$ cat config.mk
export PLATFORM = sky130hd
export DESIGN_NAME = unix_seconds_to_calendar
export DESIGN_NICKNAME = d
export VERILOG_FILES = /design/src/design/us2cal_pkg.sv /design/src/design/unix_seconds_to_calendar.sv /design/src/design/us2cal_sub.sv /design/src/design/us2cal_seq.sv
export SDC_FILE = /design/constraint.sdc
export NUM_CORES = 1
export LEC_CHECK = 0
export CAP_MARGIN = 10
export CORE_ASPECT_RATIO = 1.75
export CORE_UTILIZATION = 61
export CTS_BUF_LIST = sky130_fd_sc_hd__clkbuf_8
export DETAILED_ROUTE_END_ITERATION = 7
export DONT_BUFFER_PORTS = 1
export PLACE_DENSITY_LB_ADDON = 0.25
export SLEW_MARGIN = 20
export SYNTH_ARGS = -nofsm -noshare
export SYNTH_HDL_FRONTEND = slang
export SYNTH_SLANG_ARGS = --single-unit
$ cat constraint.sdc
create_clock -name clock -period 7.95 [get_ports clock]
set_input_delay 0.795 -clock clock [delete_from_list [all_inputs] [get_ports clock]]
set_output_delay 0.795 -clock clock [all_outputs]
set_load 0.02 [all_outputs]
$ cat src/design/us2cal_pkg.sv
// Shared types, constants and the month length table for the calendar converter.
`default_nettype none
package us2cal_pkg;

   localparam int unsigned EpochYear   = 1970;
   localparam int unsigned UnitWidth   = 16;
   localparam int unsigned ReqWidth    = 32;
   localparam int unsigned RspWidth    = 40;

   localparam logic [UnitWidth-1:0] SecsPerMin  = 16'd60;
   localparam logic [UnitWidth-1:0] MinsPerHour = 16'd60;
   localparam logic [UnitWidth-1:0] HoursPerDay = 16'd24;
   localparam logic [UnitWidth-1:0] DaysShort   = 16'd365;
   localparam logic [UnitWidth-1:0] DaysLong    = 16'd366;

   // Reciprocals for exact unsigned 32-bit division by 60 and by 24, with their shifts.
   localparam logic [ReqWidth-1:0] RecipBy60 = 32'h8888_8889;
   localparam logic [ReqWidth-1:0] RecipBy24 = 32'hAAAA_AAAB;
   localparam int unsigned         ShiftBy60 = 37;
   localparam int unsigned         ShiftBy24 = 36;

   // Year mod 100 and mod 400 at the epoch.
   localparam logic [6:0] EpochMod100 = 7'd70;
   localparam logic [8:0] EpochMod400 = 9'd370;

   typedef struct packed {
      logic [11:0] year;
      logic [3:0]  month;
      logic [4:0]  day;
      logic [4:0]  hour;
      logic [5:0]  minute;
      logic [5:0]  second;
   } us2cal_result_type;

   // Length of month mo (0 is January), with February lengthened in a long year.
   function automatic logic [4:0] month_days(input logic [3:0] mo, input logic long_yr);
      logic [4:0] len;
      begin
         case (mo)
            4'd1: begin
               len = long_yr ? 5'd29 : 5'd28;
            end
            4'd3, 4'd5, 4'd8, 4'd10: begin
               len = 5'd30;
            end
            default: begin
               len = 5'd31;
            end
         endcase
         return len;
      end
   endfunction

endpackage
`default_nettype wire

$ cat src/design/unix_seconds_to_calendar.sv
// Unix seconds to calendar date and time, one shared subtract unit under a sequencer.
// Each constant division is a reciprocal multiply followed by a remainder step; then the
// year loop subtracts one whole year per step and the month loop one whole month per step;
// the last step waits while a result is unsent.
// One item at a time: a new request is taken only while the sequencer is idle.
// Reset (synchronous, active high) returns the sequencer to idle and empties the output.
`default_nettype none
module unix_seconds_to_calendar (
   input  wire logic                              clock,
   input  wire logic                              reset,
   input  wire logic                              req_tvalid,
   output logic                                   req_tready,
   input  wire logic [us2cal_pkg::ReqWidth-1:0]   req_tdata,  // epoch_seconds[31:0]
   output logic                                   rsp_tvalid,
   input  wire logic                              rsp_tready,
   output logic [us2cal_pkg::RspWidth-1:0]        rsp_tdata   // year[11:0], month[15:12],
                                                              // day[20:16], hour[25:21],
                                                              // minute[31:26], second[37:32]
);
   import us2cal_pkg::*;

   logic              idle;
   logic              push;
   logic              start;
   us2cal_result_type result;
   us2cal_result_type out_ff, out_in;
   logic              valid_ff, valid_in;

   assign req_tready = idle;
   assign start      = req_tvalid & idle;

   us2cal_seq u_seq (
      .clock         (clock),
      .reset         (reset),
      .start         (start),
      .epoch_seconds (req_tdata),
      .out_free      (~valid_ff),
      .idle          (idle),
      .push          (push),
      .result        (result)
   );

   always_comb begin
      valid_in = valid_ff;
      out_in   = out_ff;
      if (valid_ff && rsp_tready) begin
         valid_in = 1'b0;
      end
      if (push) begin
         valid_in = 1'b1;
         out_in   = result;
      end
   end

   always_ff @(posedge clock) begin
      if (reset) begin
         valid_ff <= 1'b0;
      end else begin
         valid_ff <= valid_in;
      end
      out_ff <= out_in;
   end

   assign rsp_tvalid = valid_ff;
   assign rsp_tdata  = {2'b00, out_ff.second, out_ff.minute, out_ff.hour,
                        out_ff.day, out_ff.month, out_ff.year};

endmodule
`default_nettype wire

$ cat src/design/us2cal_sub.sv
// Shared compare-and-subtract unit used by the year and month loops of the conversion.
`default_nettype none
module us2cal_sub (
   input  wire logic [us2cal_pkg::UnitWidth-1:0] opa,
   input  wire logic [us2cal_pkg::UnitWidth-1:0] opb,
   output logic                                  ge,
   output logic [us2cal_pkg::UnitWidth-1:0]      diff
);
   import us2cal_pkg::*;

   logic [UnitWidth:0] wide;

   always_comb begin
      wide = {1'b0, opa} - {1'b0, opb};
      ge   = ~wide[UnitWidth];
      diff = wide[UnitWidth-1:0];
   end

endmodule
`default_nettype wire

$ cat src/design/us2cal_seq.sv
// Sequencer: three reciprocal-multiply divisions, then the year and month subtraction loops.
`default_nettype none
module us2cal_seq (
   input  wire logic                              clock,
   input  wire logic                              reset,
   input  wire logic                              start,
   input  wire logic [us2cal_pkg::ReqWidth-1:0]   epoch_seconds,
   input  wire logic                              out_free,
   output logic                                   idle,
   output logic                                   push,
   output us2cal_pkg::us2cal_result_type          result
);
   import us2cal_pkg::*;

   localparam logic [2:0] StIdle  = 3'd0;
   localparam logic [2:0] StDiv   = 3'd1;
   localparam logic [2:0] StYear  = 3'd2;
   localparam logic [2:0] StMonth = 3'd3;
   localparam logic [2:0] StDone  = 3'd4;

   localparam logic [1:0] PhSec  = 2'd0;
   localparam logic [1:0] PhMin  = 2'd1;
   localparam logic [1:0] PhHour = 2'd2;

   logic [2:0]            state_ff, state_in;
   logic [1:0]            phase_ff, phase_in;
   logic                  step_ff, step_in;
   logic [ReqWidth-1:0]   work_ff, work_in;
   logic [ReqWidth-1:0]   quo_ff, quo_in;
   logic [UnitWidth-1:0]  days_ff, days_in;
   logic [11:0]           year_ff, year_in;
   logic [6:0]            mod100_ff, mod100_in;
   logic [8:0]            mod400_ff, mod400_in;
   logic [3:0]            mo_ff, mo_in;
   logic [5:0]            sec_ff, sec_in;
   logic [5:0]            min_ff, min_in;
   logic [4:0]            hour_ff, hour_in;

   logic [UnitWidth-1:0]  opa, opb, diff;
   logic                  ge;
   logic                  long_yr;
   logic [ReqWidth-1:0]   recip;
   logic [5:0]            divisor;
   logic [2*ReqWidth-1:0] product;
   logic [ReqWidth-1:0]   quo_next;
   logic [11:0]           quo_times_div;
   logic [5:0]            rmd_next;

   us2cal_sub u_sub (
      .opa  (opa),
      .opb  (opb),
      .ge   (ge),
      .diff (diff)
   );

   assign long_yr = ((year_ff[1:0] == 2'd0) && (mod100_ff != 7'd0)) || (mod400_ff == 9'd0);

   // Operand selection for the shared unit.
   always_comb begin
      opa = days_ff;
      case (state_ff)
         StYear: begin
            opb = long_yr ? DaysLong : DaysShort;
         end
         StMonth: begin
            opb = {{(UnitWidth-5){1'b0}}, month_days(mo_ff, long_yr)};
         end
         default: begin
            opb = DaysShort;
         end
      endcase
   end

   // A reciprocal multiply gives the quotient; the remainder is below 64, so only the
   // low six bits of dividend and quotient times divisor are needed to form it.
   always_comb begin
      case (phase_ff)
         PhSec: begin
            recip   = RecipBy60;
            divisor = SecsPerMin[5:0];
         end
         PhMin: begin
            recip   = RecipBy60;
            divisor = MinsPerHour[5:0];
         end
         default: begin
            recip   = RecipBy24;
            divisor = HoursPerDay[5:0];
         end
      endcase
      product = {{ReqWidth{1'b0}}, work_ff} * {{ReqWidth{1'b0}}, recip};
      if (phase_ff == PhHour) begin
         quo_next = ReqWidth'(product >> ShiftBy24);
      end else begin
         quo_next = ReqWidth'(product >> ShiftBy60);
      end
      quo_times_div = {6'd0, quo_ff[5:0]} * {6'd0, divisor};
      rmd_next      = work_ff[5:0] - quo_times_div[5:0];
   end

   always_comb begin
      state_in  = state_ff;
      phase_in  = phase_ff;
      step_in   = step_ff;
      work_in   = work_ff;
      quo_in    = quo_ff;
      days_in   = days_ff;
      year_in   = year_ff;
      mod100_in = mod100_ff;
      mod400_in = mod400_ff;
      mo_in     = mo_ff;
      sec_in    = sec_ff;
      min_in    = min_ff;
      hour_in   = hour_ff;
      push      = 1'b0;
      case (state_ff)
         StIdle: begin
            if (start) begin
               state_in = StDiv;
               phase_in = PhSec;
               step_in  = 1'b0;
               work_in  = epoch_seconds;
            end
         end
         StDiv: begin
            if (!step_ff) begin
               quo_in  = quo_next;
               step_in = 1'b1;
            end else begin
               // The quotient feeds the next division; the remainder is a field.
               step_in = 1'b0;
               work_in = quo_ff;
               case (phase_ff)
                  PhSec: begin
                     sec_in   = rmd_next;
                     phase_in = PhMin;
                  end
                  PhMin: begin
                     min_in   = rmd_next;
                     phase_in = PhHour;
                  end
                  default: begin
                     hour_in   = rmd_next[4:0];
                     days_in   = quo_ff[UnitWidth-1:0];
                     year_in   = 12'(EpochYear);
                     mod100_in = EpochMod100;
                     mod400_in = EpochMod400;
                     state_in  = StYear;
                  end
               endcase
            end
         end
         StYear: begin
            if (ge) begin
               days_in   = diff;
               year_in   = year_ff + 1'b1;
               mod100_in = (mod100_ff == 7'd99) ? 7'd0 : mod100_ff + 1'b1;
               mod400_in = (mod400_ff == 9'd399) ? 9'd0 : mod400_ff + 1'b1;
            end else begin
               mo_in    = '0;
               state_in = StMonth;
            end
         end
         StMonth: begin
            if (ge && (mo_ff != 4'd11)) begin
               days_in = diff;
               mo_in   = mo_ff + 1'b1;
            end else begin
               state_in = StDone;
            end
         end
         StDone: begin
            if (out_free) begin
               push     = 1'b1;
               state_in = StIdle;
            end
         end
         default: begin
            state_in = StIdle;
         end
      endcase
   end

   always_ff @(posedge clock) begin
      if (reset) begin
         state_ff <= StIdle;
      end else begin
         state_ff <= state_in;
      end
      phase_ff  <= phase_in;
      step_ff   <= step_in;
      work_ff   <= work_in;
      quo_ff    <= quo_in;
      days_ff   <= days_in;
      year_ff   <= year_in;
      mod100_ff <= mod100_in;
      mod400_ff <= mod400_in;
      mo_ff     <= mo_in;
      sec_ff    <= sec_in;
      min_ff    <= min_in;
      hour_ff   <= hour_in;
   end

   assign idle = (state_ff == StIdle);

   always_comb begin
      result.year   = year_ff;
      result.month  = mo_ff + 1'b1;
      result.day    = days_ff[4:0] + 1'b1;
      result.hour   = hour_ff;
      result.minute = min_ff;
      result.second = sec_ff;
   end

endmodule
`default_nettype wire
; ---- Word-level counts from Yosys, hierarchy flattened
; Cells that the tools add are included.
[word_totals]
output_inout_bits = 42
ff_bits = 174
wordCells = 134
[op_classes]
n_mul = 2
reduce_logical = 27
addsub = 7
bitwise_logic = 4
muxes = 50
eq_ne = 23
[ops]
columns = operator, count
row1 = $mul A32 B32 Y64, 1
row2 = $mux W16, 4
row3 = $mux W32, 2
row4 = $pmux W32 S2, 1
row5 = $pmux W16 S3, 1
row6 = $mux W12, 3
row7 = $mux W9, 4
row8 = $pmux W16 S2, 1
row9 = $mux W30, 1
row10 = $mux W7, 4
row11 = $mux W27, 1
row12 = $pmux W12 S2, 1
row13 = $mux W3, 6
row14 = $pmux W9 S2, 1
row15 = $sub A16 B16 Y17, 1
row16 = $pmux W3 S5, 1
row17 = $reduce_and A3 Y1, 5
row18 = $pmux W7 S2, 1
row19 = $add A12 B1 Y12 const B, 1
row20 = $ne A2 B2 Y1 const B, 5
row21 = $pmux W5 S2, 1
row22 = $add A9 B1 Y9 const B, 1
row23 = $eq A9 B9 Y1 const B, 1
row24 = $logic_not A9 Y1, 1
row25 = other kinds (40), 64

; ---- Longest topological paths before layout
[depth]
word_depth = 11
ltp_mapped = 30

; ---- Hierarchy
; A second synthesis with hierarchy kept.
[hier_totals]
hier_cells = 2742
area_unflattened_um2 = 26628.0
[modules_own_cells]
columns = module, area_per_inst_um2, cells_each, instances, seq_area_each_um2
row1 = us2cal_seq, 24457.2, 2548, 1, 3903.7
row2 = unix_seconds_to_calendar, 1208.7, 47, 1, 1161.1
row3 = us2cal_sub, 962.2, 147, 1, 0.0

; ---- Least setup slack after synthesis
; No wires, ideal clock.
[synth_timing]
kind = register to register
startpoint = reg u_seq.phase_ff[1]
endpoint = reg u_seq.quo_ff[22], data pin
setup_ns = 0.273
path_buffers = 4
slack_ns = 0.225
t_arrival_ns = 7.452
t_required_ns = 7.677
synth_period_minus_slack_ns = 7.725
path_stages_with_launch = 29
path_cell_list = edfxtp_1 -> buf_2 -> clkbuf_1 -> clkbuf_1 -> buf_1 -> nand2_1 -> inv_1 -> ha_1 -> fa_1 -> inv_1 -> fa_1 -> fa_1 -> inv_1 -> fa_1 -> fa_1 -> fa_1 -> inv_1 -> fa_1 -> inv_1 -> ha_1 -> and4_1 -> and2_1 -> nand4_1 -> a311oi_1 -> o31ai_1 -> nor3_1 -> nor3_1 -> xor2_1 -> mux2i_1
[synth_via]
elab_chain_len = 5
[synth_lines]
columns = element, line
row1 = from (decl), us2cal_seq.sv:26  ; logic [1:0] phase_ff, phase_in;
row2 = from (signal assigned), us2cal_seq.sv:190  ; phase_ff <= phase_in;
row3 = $eq A2 B1 Y1 / $logic_not A2 Y1 (equally long branches), us2cal_seq.sv:77  ; case (phase_ff)
row4 = $reduce_or A2 Y1 (no line), -
row5 = $mux W30, us2cal_seq.sv:77
row6 = $mul A32 B32 Y64, us2cal_seq.sv:91  ; product = {{ReqWidth{1'b0}}, work_ff} * {{ReqWidth{1'b0}}, recip};
row7 = $mux W27 *, us2cal_seq.sv:92  ; if (phase_ff == PhHour) begin
row8 = named net u_seq.quo_next[22], us2cal_seq.sv:45  ; logic [ReqWidth-1:0] quo_next;
row9 = to (signal assigned), us2cal_seq.sv:193  ; quo_ff <= quo_in;
row10 = to (decl), us2cal_seq.sv:29  ; logic [ReqWidth-1:0] quo_ff, quo_in;
; Mark *: on every way through the listed nets, which the timed path passes. The rest lies on a longest branch.
; A chain may end at the register's enable or synchronous reset.

; ---- Worst setup path after layout
[layout_timing]
startpoint = reg u_seq.phase_ff[1]
endpoint = reg u_seq.quo_ff[20], data pin
; Same word-level chain as after synthesis.

==> flow_summary_export.csv <==
group,metric,value,unit
critical_path,cp_common_cell,"fa_1",
finish,fin_nets,3527,
routing,drcViolationCount,0,
status,outcome,"finished clean",
sta,max_freq,0.1283,GHz
min_path,hold_path_depth,1,
placed_design,gp_congestion,1.087,
synthesis,async_reset_ff_frac,0,
floorplan,fp-row-count,100,
finish,stdcell_count,3286,
sta,tightest_slew,1.174,ns
finish,fin_area,28050,sq um
synthesis,synthCells,2659,
flow_run,maxCapViolations,0,
critical_path,rr_worst_depth,26,
synthesis,dominantRegCellSynth,"edfxtp_1",
floorplan,dieArea,43980,sq um
placed_design,place_area,27500,sq um
sta,period_share,0.9807,
sta,rsz0062_at_grt,"yes",
critical_path,worstReg2RegStart,"u_seq.phase_ff[1]",
sta,fin_skew,0.04330,ns
global_routing,antenna_found_initial,0,
synthesis,yosysSeqAreaShare,0.1926,
critical_path,slowest_delay,0.54,ns
placed_design,post-dp-hpwl,72920,um
sta,period_needed,7.796,ns
synthesis,synth_top_area_frac,0.2961,
placed_design,post-place-ws,0.1435,ns
clocking,htree_levels,4,
global_routing,track_usage,0.3903,
floorplan,start_util,0.6182,
routing,routedWlPerCell,25.23,um
clocking,cts-buffers-inserted,17,
synthesis,synthTopCellsByArea,"fa_1 30%, edfxtp_1 19%, ha_1 19%",
routing,vias_per_cell,5.837,
synthesis,synth_area_per_cell,9.890,sq um
routing,num_vias,19182,
clocking,insertion_delay,0.51,ns
synthesis,synth.most_common_cell,"inv_1",
critical_path,r2r-end,"u_seq.quo_ff[20]",
clocking,cts_sinks,170,
synthesis,synth-seq-cells,170,
critical_path,rrSetupSlack,0.15,ns
sta,setup_viol,0,
sta,report.final.slew_viol_count,0,
synthesis,synth_area,26300,sq um
clocking,path_clk_slew,0.12,ns
critical_path,cpMaxStageDelayCell,"fa_1",
synthesis,yosys.area.top_type,"fa_1",
sta,slew_headroom,0.2173,
min_path,hp-start,"reset",
synthesis,synth_edf_count,166,
global_routing,gr-total-overflow,0,
critical_path,startpoint_type,"flip-flop",
critical_path,crit_family,"adder cells",
placed_design,numPortBuffers,0,
critical_path,crit_arrival,8.05,ns
critical_path,crit_path_end_kind,"flip-flop",
sta,layout_setup_ws,0.1538,ns
clocking,root_buffer,"clkbuf_8",
sta,hold_viol,0,
floorplan,io_pins,78,
synthesis,synthTopCellsByCount,"659 x inv_1, 391 x ha_1, 389 x fa_1",
critical_path,worstPathMaxFanout,41,
global_routing,grt_pass1_wl,124700,um
critical_path,cp.required,8.20,ns
min_path,min_to,"u_seq.state_ff[2]",
clocking,clockBufferDepth,2,
routing,drt-total-wl,82890,um
critical_path,path_buf_inv,7,
global_routing,grt_pass1_vias,21045,
floorplan,die_w,159.0,um
routing,first_pass_iters,6,
floorplan,die_h,276.7,um
clocking,tritoncts,"done",
routing,drtIter0Drc,1096,
finish,area_growth,6.680,%
floorplan,core-area,42540,sq um
finish,final_core_util,0.6595,
critical_path,critical_path_class,"reg -> reg",
min_path,min_path_type,"in -> reg",
placed_design,dpl.cell_count,3250,
global_routing,grt_max_degree,42,
synthesis,synth_warnings,0,
synthesis,synth_cell_types,89,
finish,drive_above_1_share,0.06902,
routing,drtAntennaViolNets,0,
==> worst reg2reg max path: stages, from the launching register on <==
cell	delay [ns]
edfxtp_1	0.43
buf_12	0.19
nand2_1	0.24
inv_1	0.12
ha_1	0.33
inv_1	0.06
fa_1	0.47
fa_1	0.52
fa_1	0.52
inv_1	0.05
fa_1	0.54
fa_1	0.43
fa_1	0.54
inv_1	0.07
fa_1	0.52
inv_1	0.05
ha_1	0.34
and4_1	0.31
nand2_1	0.10
o21ai_0	0.27
a31oi_2	0.18
buf_4	0.18
a31oi_2	0.22
and3_1	0.26
nor2_1	0.05
o311ai_1	0.31
a21bo_1	0.27
==> registers in the layout, indices dropped and copies added, names as in the netlist, 6 cells and up <==
name	cells
rsp_tdata	38
u_seq.work_ff	32
u_seq.quo_ff	28
u_seq.days_ff	16
u_seq.year_ff	12
u_seq.mod400_ff	9
u_seq.mod100_ff	7
u_seq.min_ff	6
u_seq.sec_ff	6
==> placed cells by master, fill, tap and decap left out, types with 17 or more instances in the layout <==
cell      netlist  routed
and3_1         21      21
xor2_1         45      45
a21oi_1        76      74
nand3_1        39      39
ha_1          391     391
nor3_1         27      26
inv_1         659     659
clkbuf_8        0      17
edfxtp_1      166     166
xnor2_1        88      85
a21o_1         28      27
nand4_1        26      26
buf_4           2      95
and2_1         21      21
fa_1          389     387
nor2_1        101      96
nand2_1       250     247
o21ai_0        53      53
==> final cells by class <==
type / instances / area, sq um
Multi-Input combinational cell: 1766 / 18650
Fill cell: 3524 / 14490
Sequential cell: 170 / 5065
Inverter: 660 / 2481
Timing Repair Buffer: 96 / 733.2
Tap cell: 561 / 701.9
Clock buffer: 17 / 234.0
Clock inverter: 15 / 186.4
Antenna cell: 1 / 2.502
==> timing repair <==
action,CTS,global route
buffers inserted,0,3
gates resized for setup,0,24
endpoints found under the setup margin,0,20
hold buffers,0,0
==> worst max-delay path by stage <==
stage | from | to | slack, ns | cells past startpoint
floorplan | u_seq.phase_ff[1] | u_seq.quo_ff[22] | 0.23 | 28
global placement | u_seq.phase_ff[1] | u_seq.quo_ff[25] | 0.18 | 26
detailed placement | u_seq.phase_ff[1] | u_seq.quo_ff[25] | 0.14 | 25
CTS | u_seq.phase_ff[1] | u_seq.quo_ff[25] | 0.12 | 26
global route | u_seq.phase_ff[1] | u_seq.quo_ff[22] | -0.02 | 29
finish | u_seq.phase_ff[1] | u_seq.quo_ff[20] | 0.15 | 26
==> stage by stage <==
stage / TNS [ns] / hold WS, ns
after CTS: 0 / 0.3627
after global placement: 0 / 0.4018
after global routing: -0.04072 / 0.3633
final: 0 / 0.3784
after floorplan: 0 / 0.4003
after detailed placement: 0 / 0.4063
==> routing by layer <==
metal,global-route usage,wire (um),vias up
li1,-,-,8572
met1,0.3849,26770,9525
met2,0.6914,42440,736
met3,0.05092,3490,349
met4,0.3886,10200,0
met5,0,0,-
==> cells by family (layout without fill, tap and decap cells) <==
kind of cell,count (synthesis),after routing,synth area share
flops,170,170,0.1926
other cells,1,3,0.0001426
compound gates,280,280,0.07056
mux,13,13,0.005043
simple gates,556,556,0.09996
xor+xnor,135,135,0.04577
fa+ha+maj,780,780,0.4822
buf+inv,724,788,0.1038
Power is left out: the tool's default activity adds up to more than one toggle a clock period on the data nets, which glitch-free logic cannot reach.
